**src/hdl/qcrim_pkg.sv**
```systemverilog
// Shared types and constants for the quad-channel rolling IQ mean unit.
package qcrim_pkg;

	localparam int CHANNELS = 4;
	localparam int WINDOW   = 8;
	localparam int MAX_CH   = 4;

	localparam int CH_W     = 2;
	localparam int SLOT_W   = $clog2(WINDOW);
	localparam int PHASE_W  = 3;
	localparam int ECNT_W   = SLOT_W + 1;
	localparam int SEQ_W    = 32;
	localparam int MASK_W   = 8;

	localparam int SAMPLE_W = 24;
	localparam int DEMOD_W  = SAMPLE_W + 1;
	localparam int RSUM_W   = SAMPLE_W + SLOT_W;
	localparam int DSUM_W   = DEMOD_W + SLOT_W;

	localparam int HIST_AW    = CH_W + SLOT_W;
	localparam int HIST_DEPTH = MAX_CH * WINDOW;
	localparam int SUM_DEPTH  = MAX_CH;

	localparam int CFG_IDX_W  = 2;
	localparam int CFG_DATA_W = MASK_W;
	localparam logic [CFG_IDX_W-1:0] CFG_PHASE_STEP = 2'd0;
	localparam logic [CFG_IDX_W-1:0] CFG_I_MASK     = 2'd1;
	localparam logic [CFG_IDX_W-1:0] CFG_Q_MASK     = 2'd2;

	localparam int S_TDATA_W = MAX_CH * SAMPLE_W;
	localparam int RES_BITS  = CH_W + SAMPLE_W + 2 * DEMOD_W + PHASE_W + SLOT_W + 1 + SEQ_W;
	localparam int M_TDATA_W = ((RES_BITS + 7) / 8) * 8;

	typedef enum logic {
		OP_EPOCH  = 1'b0,
		OP_REPORT = 1'b1
	} op_t;

	// one word of the delay-line memory
	typedef struct packed {
		logic signed [DEMOD_W-1:0]  q;
		logic signed [DEMOD_W-1:0]  i;
		logic signed [SAMPLE_W-1:0] raw;
	} hist_word_t;

	// one word of the running-sum memory
	typedef struct packed {
		logic signed [DSUM_W-1:0] q;
		logic signed [DSUM_W-1:0] i;
		logic signed [RSUM_W-1:0] raw;
	} sum_word_t;

	// per-channel work issued from the sequencer to the update stage
	typedef struct packed {
		op_t                        op;
		logic [CH_W-1:0]            ch;
		logic [SLOT_W-1:0]          slot;
		logic [PHASE_W-1:0]         phase;
		logic signed [SAMPLE_W-1:0] sample;
		logic                       neg_i;
		logic                       neg_q;
		logic                       hist_fill;
		logic                       sum_fill;
		logic                       mean_valid;
		logic [SEQ_W-1:0]           seq;
		logic                       last;
	} issue_t;

	// one channel result of a report
	typedef struct packed {
		logic                       last;
		logic [SEQ_W-1:0]           seq;
		logic                       mean_valid;
		logic [SLOT_W-1:0]          write_pos;
		logic [PHASE_W-1:0]         phase;
		logic signed [DEMOD_W-1:0]  mean_q;
		logic signed [DEMOD_W-1:0]  mean_i;
		logic signed [SAMPLE_W-1:0] mean_raw;
		logic [CH_W-1:0]            ch;
	} res_t;

endpackage

```
**src/hdl/qcrim_ram.sv**
```systemverilog
// Generic simple dual-port RAM, one write and one registered read port.
module qcrim_ram #(
	parameter int WIDTH = 8,
	parameter int DEPTH = 4
) (
	input  logic                     clk,
	input  logic                     we,
	input  logic [$clog2(DEPTH)-1:0] waddr,
	input  logic [WIDTH-1:0]         wdata,
	input  logic                     re,
	input  logic [$clog2(DEPTH)-1:0] raddr,
	output logic [WIDTH-1:0]         rdata
);

	logic [WIDTH-1:0] mem [DEPTH];

	always_ff @(posedge clk) begin
		if (we) begin
			mem[waddr] <= wdata;
		end
	end

	// read data holds while re is low
	always_ff @(posedge clk) begin
		if (re) begin
			rdata <= mem[raddr];
		end
	end

endmodule

```
**src/hdl/qcrim_seq.sv**
```systemverilog
// Input acceptance, scalar state, config registers and per-channel issue sequencer.
module qcrim_seq (
	input  logic                                    clk,
	input  logic                                    arst_n,
	input  logic                                    s_tvalid,
	output logic                                    s_tready,
	input  logic [qcrim_pkg::S_TDATA_W-1:0]         s_tdata,
	input  logic                                    s_tuser,
	input  logic                                    cfg_we,
	input  logic [qcrim_pkg::CFG_IDX_W-1:0]         cfg_index,
	input  logic [qcrim_pkg::CFG_DATA_W-1:0]        cfg_data,
	input  logic                                    s2_ready,
	output logic                                    iss_valid,
	output qcrim_pkg::issue_t                       iss
);
	import qcrim_pkg::*;

	localparam logic [CH_W-1:0]   LAST_CH = CH_W'(CHANNELS - 1);
	localparam logic [ECNT_W-1:0] ECNT_FULL = ECNT_W'(WINDOW);

	typedef struct packed {
		op_t                                 op;
		logic [MAX_CH-1:0][SAMPLE_W-1:0]     samples;
		logic [SLOT_W-1:0]                   slot;
		logic [PHASE_W-1:0]                  phase;
		logic                                neg_i;
		logic                                neg_q;
		logic                                hist_fill;
		logic                                sum_fill;
		logic                                mean_valid;
		logic [SEQ_W-1:0]                    seq;
	} item_t;

	logic [PHASE_W-1:0] phase_step_q;
	logic [MASK_W-1:0]  i_mask_q;
	logic [MASK_W-1:0]  q_mask_q;

	logic [SLOT_W-1:0]  slot_q;
	logic [PHASE_W-1:0] phase_q;
	logic [ECNT_W-1:0]  ecnt_q;
	logic [SEQ_W-1:0]   seq_q;

	logic               busy_q;
	logic [CH_W-1:0]    cnt_q;
	item_t              item_q;

	logic               acc;
	logic               issue_last;
	logic [PHASE_W-1:0] step;
	logic [SEQ_W-1:0]   seq_inc;
	op_t                in_op;

	assign in_op      = op_t'(s_tuser);
	assign iss_valid  = busy_q && s2_ready;
	assign issue_last = (cnt_q == LAST_CH);
	assign s_tready   = !busy_q || (issue_last && iss_valid);
	assign acc        = s_tvalid && s_tready;
	assign step       = (phase_step_q == '0) ? PHASE_W'(1) : phase_step_q;
	assign seq_inc    = seq_q + SEQ_W'(1);

	always_comb begin
		iss.op         = item_q.op;
		iss.ch         = cnt_q;
		iss.slot       = item_q.slot;
		iss.phase      = item_q.phase;
		iss.sample     = item_q.samples[cnt_q];
		iss.neg_i      = item_q.neg_i;
		iss.neg_q      = item_q.neg_q;
		iss.hist_fill  = item_q.hist_fill;
		iss.sum_fill   = item_q.sum_fill;
		iss.mean_valid = item_q.mean_valid;
		iss.seq        = item_q.seq;
		iss.last       = issue_last;
	end

	// config writes must come only while idle; the block itself does not enforce this
	always_ff @(posedge clk or negedge arst_n) begin
		if (!arst_n) begin
			phase_step_q <= PHASE_W'(1);
			i_mask_q     <= '0;
			q_mask_q     <= '0;
		end else if (cfg_we) begin
			case (cfg_index)
				CFG_PHASE_STEP: phase_step_q <= cfg_data[PHASE_W-1:0];
				CFG_I_MASK:     i_mask_q     <= cfg_data;
				CFG_Q_MASK:     q_mask_q     <= cfg_data;
				default: ;
			endcase
		end
	end

	// scalar state moves at acceptance; the item keeps a snapshot
	always_ff @(posedge clk or negedge arst_n) begin
		if (!arst_n) begin
			slot_q  <= '0;
			phase_q <= '0;
			ecnt_q  <= '0;
			seq_q   <= '0;
		end else if (acc) begin
			if (in_op == OP_EPOCH) begin
				slot_q  <= slot_q + SLOT_W'(1);
				phase_q <= phase_q + step;
				if (ecnt_q != ECNT_FULL) begin
					ecnt_q <= ecnt_q + ECNT_W'(1);
				end
			end else begin
				seq_q <= seq_inc;
			end
		end
	end

	always_ff @(posedge clk) begin
		if (acc) begin
			item_q.op         <= in_op;
			item_q.samples    <= s_tdata;
			item_q.slot       <= slot_q;
			item_q.phase      <= phase_q;
			item_q.neg_i      <= i_mask_q[phase_q];
			item_q.neg_q      <= q_mask_q[phase_q];
			item_q.hist_fill  <= (ecnt_q == ECNT_FULL);
			item_q.sum_fill   <= (ecnt_q != '0);
			item_q.mean_valid <= (ecnt_q == ECNT_FULL);
			item_q.seq        <= (in_op == OP_REPORT) ? seq_inc : seq_q;
		end
	end

	always_ff @(posedge clk or negedge arst_n) begin
		if (!arst_n) begin
			busy_q <= 1'b0;
			cnt_q  <= '0;
		end else begin
			if (acc) begin
				busy_q <= 1'b1;
			end else if (iss_valid && issue_last) begin
				busy_q <= 1'b0;
			end
			if (iss_valid) begin
				cnt_q <= issue_last ? '0 : cnt_q + CH_W'(1);
			end
		end
	end

endmodule

```
**src/hdl/qcrim_update.sv**
```systemverilog
// Read-modify-write stage: running sums, delay-line writes and report results.
module qcrim_update (
	input  logic                               clk,
	input  logic                               arst_n,
	input  logic                               iss_valid,
	input  qcrim_pkg::issue_t                  iss,
	input  qcrim_pkg::hist_word_t              hist_rd,
	input  qcrim_pkg::sum_word_t               sum_rd,
	input  logic                               out_ready,
	output logic                               s2_ready,
	output logic                               hist_we,
	output logic [qcrim_pkg::HIST_AW-1:0]      hist_waddr,
	output qcrim_pkg::hist_word_t              hist_wdata,
	output logic                               sum_we,
	output logic [qcrim_pkg::CH_W-1:0]         sum_waddr,
	output qcrim_pkg::sum_word_t               sum_wdata,
	output logic                               res_valid,
	output qcrim_pkg::res_t                    res
);
	import qcrim_pkg::*;

	logic       valid_s2;
	issue_t     iss_s2;
	logic       adv;
	hist_word_t old_h;
	sum_word_t  old_s;
	logic signed [DEMOD_W-1:0] x;
	logic signed [DEMOD_W-1:0] vi;
	logic signed [DEMOD_W-1:0] vq;

	always_ff @(posedge clk or negedge arst_n) begin
		if (!arst_n) begin
			valid_s2 <= 1'b0;
		end else if (s2_ready) begin
			valid_s2 <= iss_valid;
		end
	end

	always_ff @(posedge clk) begin
		if (iss_valid) begin
			iss_s2 <= iss;
		end
	end

	// epochs never wait; reports wait for the output register
	assign adv       = valid_s2 && ((iss_s2.op == OP_EPOCH) || out_ready);
	assign s2_ready  = !valid_s2 || adv;

	// entries not yet written since reset read as zero
	assign old_h = iss_s2.hist_fill ? hist_rd : '0;
	assign old_s = iss_s2.sum_fill ? sum_rd : '0;

	assign x  = {iss_s2.sample[SAMPLE_W-1], iss_s2.sample};
	assign vi = iss_s2.neg_i ? -x : x;
	assign vq = iss_s2.neg_q ? -x : x;

	assign hist_we          = adv && (iss_s2.op == OP_EPOCH);
	assign hist_waddr       = {iss_s2.ch, iss_s2.slot};
	assign hist_wdata.raw   = iss_s2.sample;
	assign hist_wdata.i     = vi;
	assign hist_wdata.q     = vq;

	assign sum_we        = hist_we;
	assign sum_waddr     = iss_s2.ch;
	assign sum_wdata.raw = old_s.raw
		+ {{SLOT_W{iss_s2.sample[SAMPLE_W-1]}}, iss_s2.sample}
		- {{SLOT_W{old_h.raw[SAMPLE_W-1]}}, old_h.raw};
	assign sum_wdata.i   = old_s.i + {{SLOT_W{vi[DEMOD_W-1]}}, vi}
		- {{SLOT_W{old_h.i[DEMOD_W-1]}}, old_h.i};
	assign sum_wdata.q   = old_s.q + {{SLOT_W{vq[DEMOD_W-1]}}, vq}
		- {{SLOT_W{old_h.q[DEMOD_W-1]}}, old_h.q};

	assign res_valid      = valid_s2 && (iss_s2.op == OP_REPORT);
	assign res.ch         = iss_s2.ch;
	assign res.mean_raw   = old_s.raw[RSUM_W-1:SLOT_W];
	assign res.mean_i     = old_s.i[DSUM_W-1:SLOT_W];
	assign res.mean_q     = old_s.q[DSUM_W-1:SLOT_W];
	assign res.phase      = iss_s2.phase;
	assign res.write_pos  = iss_s2.slot;
	assign res.mean_valid = iss_s2.mean_valid;
	assign res.seq        = iss_s2.seq;
	assign res.last       = iss_s2.last;

endmodule

```
**src/hdl/quad_channel_rolling_iq_mean_unit.sv**
```systemverilog
// Top level of the quad-channel rolling IQ mean unit.
//
// Slave stream: s_tuser selects the transaction kind (0 = sample epoch,
// 1 = report); s_tdata carries four signed 24-bit samples, channel 0 lowest.
// An epoch updates the eight-deep delay lines and running sums of raw, I and
// Q for each channel and produces nothing. A report bumps the sequence
// number and emits four master transactions, channels 0..3, tlast on the
// last one. Config writes (cfg_we/cfg_index/cfg_data) go in while idle.
//
// Throughput: each item is issued one channel per cycle while the update
// stage is not stalled, as the history and sum memories have a single
// read-modify-write path. A report's first result passes the item, update
// stage and output registers before it shows on m_tvalid.
// Items are taken back to back: the next item is accepted on the cycle the
// previous one issues its last channel.
// Reset clears config and scalar state; the memories are not swept, an entry
// reads as zero until the epoch count shows it has been written.
// When m_tready is low, a result waits in the output register, the update
// stage holds behind it and s_tready drops until the stall clears.
module quad_channel_rolling_iq_mean_unit (
	input  logic                                clk,
	input  logic                                arst_n,
	input  logic                                s_tvalid,
	output logic                                s_tready,
	// sample_ch0, sample_ch1, sample_ch2, sample_ch3
	input  logic [qcrim_pkg::S_TDATA_W-1:0]     s_tdata,
	// operation
	input  logic                                s_tuser,
	output logic                                m_tvalid,
	input  logic                                m_tready,
	// channel, mean_raw, mean_i, mean_q, phase, write_pos, mean_valid,
	// report_seq, zero pad
	output logic [qcrim_pkg::M_TDATA_W-1:0]     m_tdata,
	output logic                                m_tlast,
	input  logic                                cfg_we,
	input  logic [qcrim_pkg::CFG_IDX_W-1:0]     cfg_index,
	input  logic [qcrim_pkg::CFG_DATA_W-1:0]    cfg_data
);
	import qcrim_pkg::*;

	logic       iss_valid;
	issue_t     iss;
	logic       s2_ready;
	hist_word_t hist_rd;
	sum_word_t  sum_rd;
	logic       hist_we;
	logic [HIST_AW-1:0] hist_waddr;
	hist_word_t hist_wdata;
	logic       sum_we;
	logic [CH_W-1:0] sum_waddr;
	sum_word_t  sum_wdata;
	logic       res_valid;
	res_t       res;
	logic       out_ready;
	logic       out_valid_q;
	res_t       out_q;

	qcrim_seq u_seq (
		.clk       (clk),
		.arst_n    (arst_n),
		.s_tvalid  (s_tvalid),
		.s_tready  (s_tready),
		.s_tdata   (s_tdata),
		.s_tuser   (s_tuser),
		.cfg_we    (cfg_we),
		.cfg_index (cfg_index),
		.cfg_data  (cfg_data),
		.s2_ready  (s2_ready),
		.iss_valid (iss_valid),
		.iss       (iss)
	);

	// delay lines, addressed {channel, slot}
	qcrim_ram #(
		.WIDTH ($bits(hist_word_t)),
		.DEPTH (HIST_DEPTH)
	) u_hist_ram (
		.clk   (clk),
		.we    (hist_we),
		.waddr (hist_waddr),
		.wdata (hist_wdata),
		.re    (iss_valid),
		.raddr ({iss.ch, iss.slot}),
		.rdata (hist_rd)
	);

	// running sums, one word per channel
	qcrim_ram #(
		.WIDTH ($bits(sum_word_t)),
		.DEPTH (SUM_DEPTH)
	) u_sum_ram (
		.clk   (clk),
		.we    (sum_we),
		.waddr (sum_waddr),
		.wdata (sum_wdata),
		.re    (iss_valid),
		.raddr (iss.ch),
		.rdata (sum_rd)
	);

	qcrim_update u_update (
		.clk        (clk),
		.arst_n     (arst_n),
		.iss_valid  (iss_valid),
		.iss        (iss),
		.hist_rd    (hist_rd),
		.sum_rd     (sum_rd),
		.out_ready  (out_ready),
		.s2_ready   (s2_ready),
		.hist_we    (hist_we),
		.hist_waddr (hist_waddr),
		.hist_wdata (hist_wdata),
		.sum_we     (sum_we),
		.sum_waddr  (sum_waddr),
		.sum_wdata  (sum_wdata),
		.res_valid  (res_valid),
		.res        (res)
	);

	// output register between the update stage and the master stream
	assign out_ready = !out_valid_q || m_tready;

	always_ff @(posedge clk or negedge arst_n) begin
		if (!arst_n) begin
			out_valid_q <= 1'b0;
		end else if (out_ready) begin
			out_valid_q <= res_valid;
		end
	end

	always_ff @(posedge clk) begin
		if (out_ready && res_valid) begin
			out_q <= res;
		end
	end

	assign m_tvalid = out_valid_q;
	assign m_tlast  = out_q.last;
	assign m_tdata  = {
		{(M_TDATA_W - RES_BITS){1'b0}},
		out_q.seq,
		out_q.mean_valid,
		out_q.write_pos,
		out_q.phase,
		out_q.mean_q,
		out_q.mean_i,
		out_q.mean_raw,
		out_q.ch
	};

endmodule
```
**config.mk**
```make
export PLATFORM = sky130hd
export DESIGN_NAME = quad_channel_rolling_iq_mean_unit
export DESIGN_NICKNAME = d
export VERILOG_FILES = /design/src/hdl/qcrim_pkg.sv /design/src/hdl/qcrim_ram.sv /design/src/hdl/qcrim_seq.sv /design/src/hdl/qcrim_update.sv /design/src/hdl/quad_channel_rolling_iq_mean_unit.sv
export SDC_FILE = /design/constraint.sdc
export NUM_CORES = 2
export LEC_CHECK = 0
export BUFFER_PORTS_ARGS = -buffer_cell sky130_fd_sc_hd__buf_2
export CORE_AREA = 2 2 685 414
export DETAILED_ROUTE_END_ITERATION = 16
export DIE_AREA = 0 0 687 416
export PLACE_DENSITY = 0.63
export SETUP_SLACK_MARGIN = 0.02
export SKIP_CTS_REPAIR_TIMING = 1
export SLEW_MARGIN = 5
export SYNTH_ARGS = -nofsm -noshare
export SYNTH_HDL_FRONTEND = slang
export SYNTH_SLANG_ARGS = --single-unit
export TNS_END_PERCENT = 5
```
**constraint.sdc**
```tcl
create_clock -name clk -period 14.98 [get_ports clk]
set_clock_uncertainty 0.05 [all_clocks]
set_input_delay 0 -clock clk [delete_from_list [all_inputs] [get_ports clk]]
set_output_delay 0 -clock clk [all_outputs]
set_load 0.03 [all_outputs]
```
==> reports/qor.csv <==
metric;value;unit
vias post-DR;62630;
Slew @ Worst Pin;1177;ps
layout cells sized above 1;0.2843;
DRT iter0 DRCs;9005;
Slew headroom;0.2133;
Chip Width;687;microns
dpl hpwl;178.1;mm
kind of start point of the critical path;flop;
Post-DRT Antenna Nets;0;
initial core utilization;0.4470;
Reg clk slew, reported paths;60;ps
DRC viols;0;
antenna violations before repair;13;
DR pass1 iterations;5;
final net count;6674;
HP Class;in -> reg;
Longest Clk Path Bufs;4;
min Tclk post-route;6390;ps
Place WS;8701;ps
TritonCTS buffer count;297;
worst hold slack;45.97;ps
final setup fails;0;
ys flop type;edfxtp_1;
Clock Latency Late Sink;890;ps
crit end category;flop;
Mean Syn Cell Area;22.06;sq um
GPL Wtd Cong;0.8519;
Final Hold Fails;0;
Synth warnings;0;
Final WS setup;8590;ps
async set-reset flop share out of synthesis;0.02074;
commonest non-fill, non-tap cell in the layout;edfxtp_1;
chip height;416;microns
Max H-tree Level;5;
Synth Instances;5681;
vias per cell;6.034;
CTS tree;yes;
Slew Viols, Final;0;
WS Path Type;reg -> reg;
total global routing overflow;0;
Filler cells;21735;
Setup TNS;0;ps
clk sink count;3182;
maxcap violations;0;
drt total wl;332.8;mm
row count;151;
gr usage total;0.2281;
first-pass GRT wire length;460.6;mm
RSZ-0062 raised after global routing;no;
Netlist cell types;73;
crit path DAT;6920;ps
worst-path fanout max;34;
total die area;285800;sq um
f_max;156.5;MHz
routed len/inst;32.06;microns
CP Data Required Time;15510;ps
I/O Pins;235;
Clock Tree Root;clkbuf_16;
pin count of the biggest net entering global routing;104;
PortBufs;229;
Final period util;0.4266;
post-synthesis sequential area ratio;0.7597;
Core ar.;280400;sq um
vias in the first global route;60429;
Layout Area Growth over Synthesis;15.09;%
#FFs+latches synth;3182;
most frequent cells in the layout;edfxtp_1 (3,116), mux4_2 (831), clkbuf_16 (308);
Post-Synthesis Cell Area;125300;sq um
status;completed;
count of flip-flops with a built-in enable after synthesis;3116;
==> layer usage <==
metal,up-vias,track usage,part of all wire
met2,3373,0.3346,0.45
met4,2,0.05454,0.024
met1,34004,0.3567,0.43
li1,24805,-,-
met3,446,0.04140,0.099
met5,-,0,0.000033
==> worst max-delay path: stages (launching register included) <==
cell	delay, ps
edfxtp_1	790
or3_4	560
or3_4	360
nand2b_4	170
or2_4	270
or3_4	340
or3_1	340
nand2_1	310
xnor2_2	160
buf_4	330
fa_1	480
ha_1	380
a21oi_1	230
o21ai_0	150
a21o_1	180
a21oi_1	180
o21ai_0	110
a31oi_1	300
o21ai_0	160
xor2_1	200
==> sequential cells by signal, summed over array words and instances, names as in the netlist, 2 cells and up <==
name                 count
u_hist_ram.mem        2304
u_hist_ram.rdata        72
u_seq.slot_q             3
u_sum_ram.rdata         83
u_update.hist_wdata     24
u_update.sum_waddr       2
u_seq.iss               43
u_seq.cnt_q              2
u_seq.item_q            96
u_seq.seq_q             32
u_update.hist_waddr      3
u_seq.q_mask_q           8
u_seq.phase_q            3
u_update.iss_s2          5
u_seq.phase_step_q       3
u_seq.i_mask_q           8
u_update.res            36
u_seq.ecnt_q             4
u_sum_ram.mem          332
m_tdata                115
==> cell families after synthesis <==
family,after synthesis,synth area share
DFF,3182,0.7597
muxes,930,0.1582
and+or+nand+nor,524,0.02075
buffers and inverters,422,0.01286
AOI/OAI and AO/OA,259,0.01304
xor gates and xnor gates,190,0.01328
adders and majority gates,173,0.02212
other,1,0.00002992
==> synthesized netlist by cell type, types with 4 or more instances <==
library cell	instances	share of area
nor3_1	12	0.00048
or3b_2	4	0.00028
dfrtp_1	65	0.013
and2_1	82	0.0041
inv_1	177	0.0053
nand3b_1	7	0.00042
a31oi_1	14	0.00070
xnor2_1	140	0.0098
fa_1	81	0.013
or3_1	12	0.00060
o31ai_1	4	0.00024
clkbuf_1	184	0.0055
nand2b_1	9	0.00045
nor2b_1	10	0.00050
a21oi_1	77	0.0031
and3_1	9	0.00045
buf_2	7	0.00028
nand4_1	24	0.0012
a211oi_1	8	0.00048
ha_1	92	0.0092
buf_4	5	0.00030
mux4_2	831	0.15
nor4_1	7	0.00035
o21a_1	5	0.00030
edfxtp_1	3116	0.75
buf_1	49	0.0015
or2_2	4	0.00020
and4_1	4	0.00028
o21ai_0	52	0.0021
nand3_1	31	0.0012
nor2_1	95	0.0028
nand2_1	192	0.0057
o21ai_1	8	0.00032
xor2_1	50	0.0035
a21o_1	45	0.0027
mux2_2	98	0.0088
o21bai_1	10	0.00060
nor3b_1	4	0.00024
==> worst paths after layout <==
check / cells past startpoint / to / startpoint / slack (ps)
min: 5 / u_seq.phase_step_q[1] / cfg_index[0] / 50
min reg2reg: 0 / m_tdata[103] / u_update.res[103] / 340
max reg2reg: 19 / u_sum_ram.mem[0][53] / u_update.hist_wdata[2] / 8590
max in group asynchronous: 4 / u_seq.seq_q[21] / arst_n / 13660
min in group asynchronous: 4 / u_seq.seq_q[16] / arst_n / 320
max: 19 / u_sum_ram.mem[0][53] / u_update.hist_wdata[2] / 8590
==> final cells by class <==
| cell class | instances | area, sq um | share of cell area |
|---|---|---|---|
| diodes | 8 | 20.02 | 0.0001388 |
| multi-input cells | 2081 | 29130 | 0.2019 |
| flip-flops and latches | 3182 | 95230 | 0.6601 |
| clock buffers | 375 | 8029 | 0.05566 |
| clock inverters | 159 | 1530 | 0.01061 |
| inverters | 177 | 676.9 | 0.004692 |
| repair buffers | 650 | 4950 | 0.03431 |
| well taps | 3748 | 4690 | 0.03251 |
==> metrics by stage <==
stage	std cells	utilization	instance area (sq um)
finish	10380	0.5145	144300
global route	10379	0.5145	144300
CTS	10150	0.5065	142000
detailed placement	9616	0.4724	132400
global placement	9616	0.4724	132400
floorplan	5685	-	125400
Power is not shown: default switching activity piles up to over one toggle a cycle in this logic, so the estimate is an artifact.
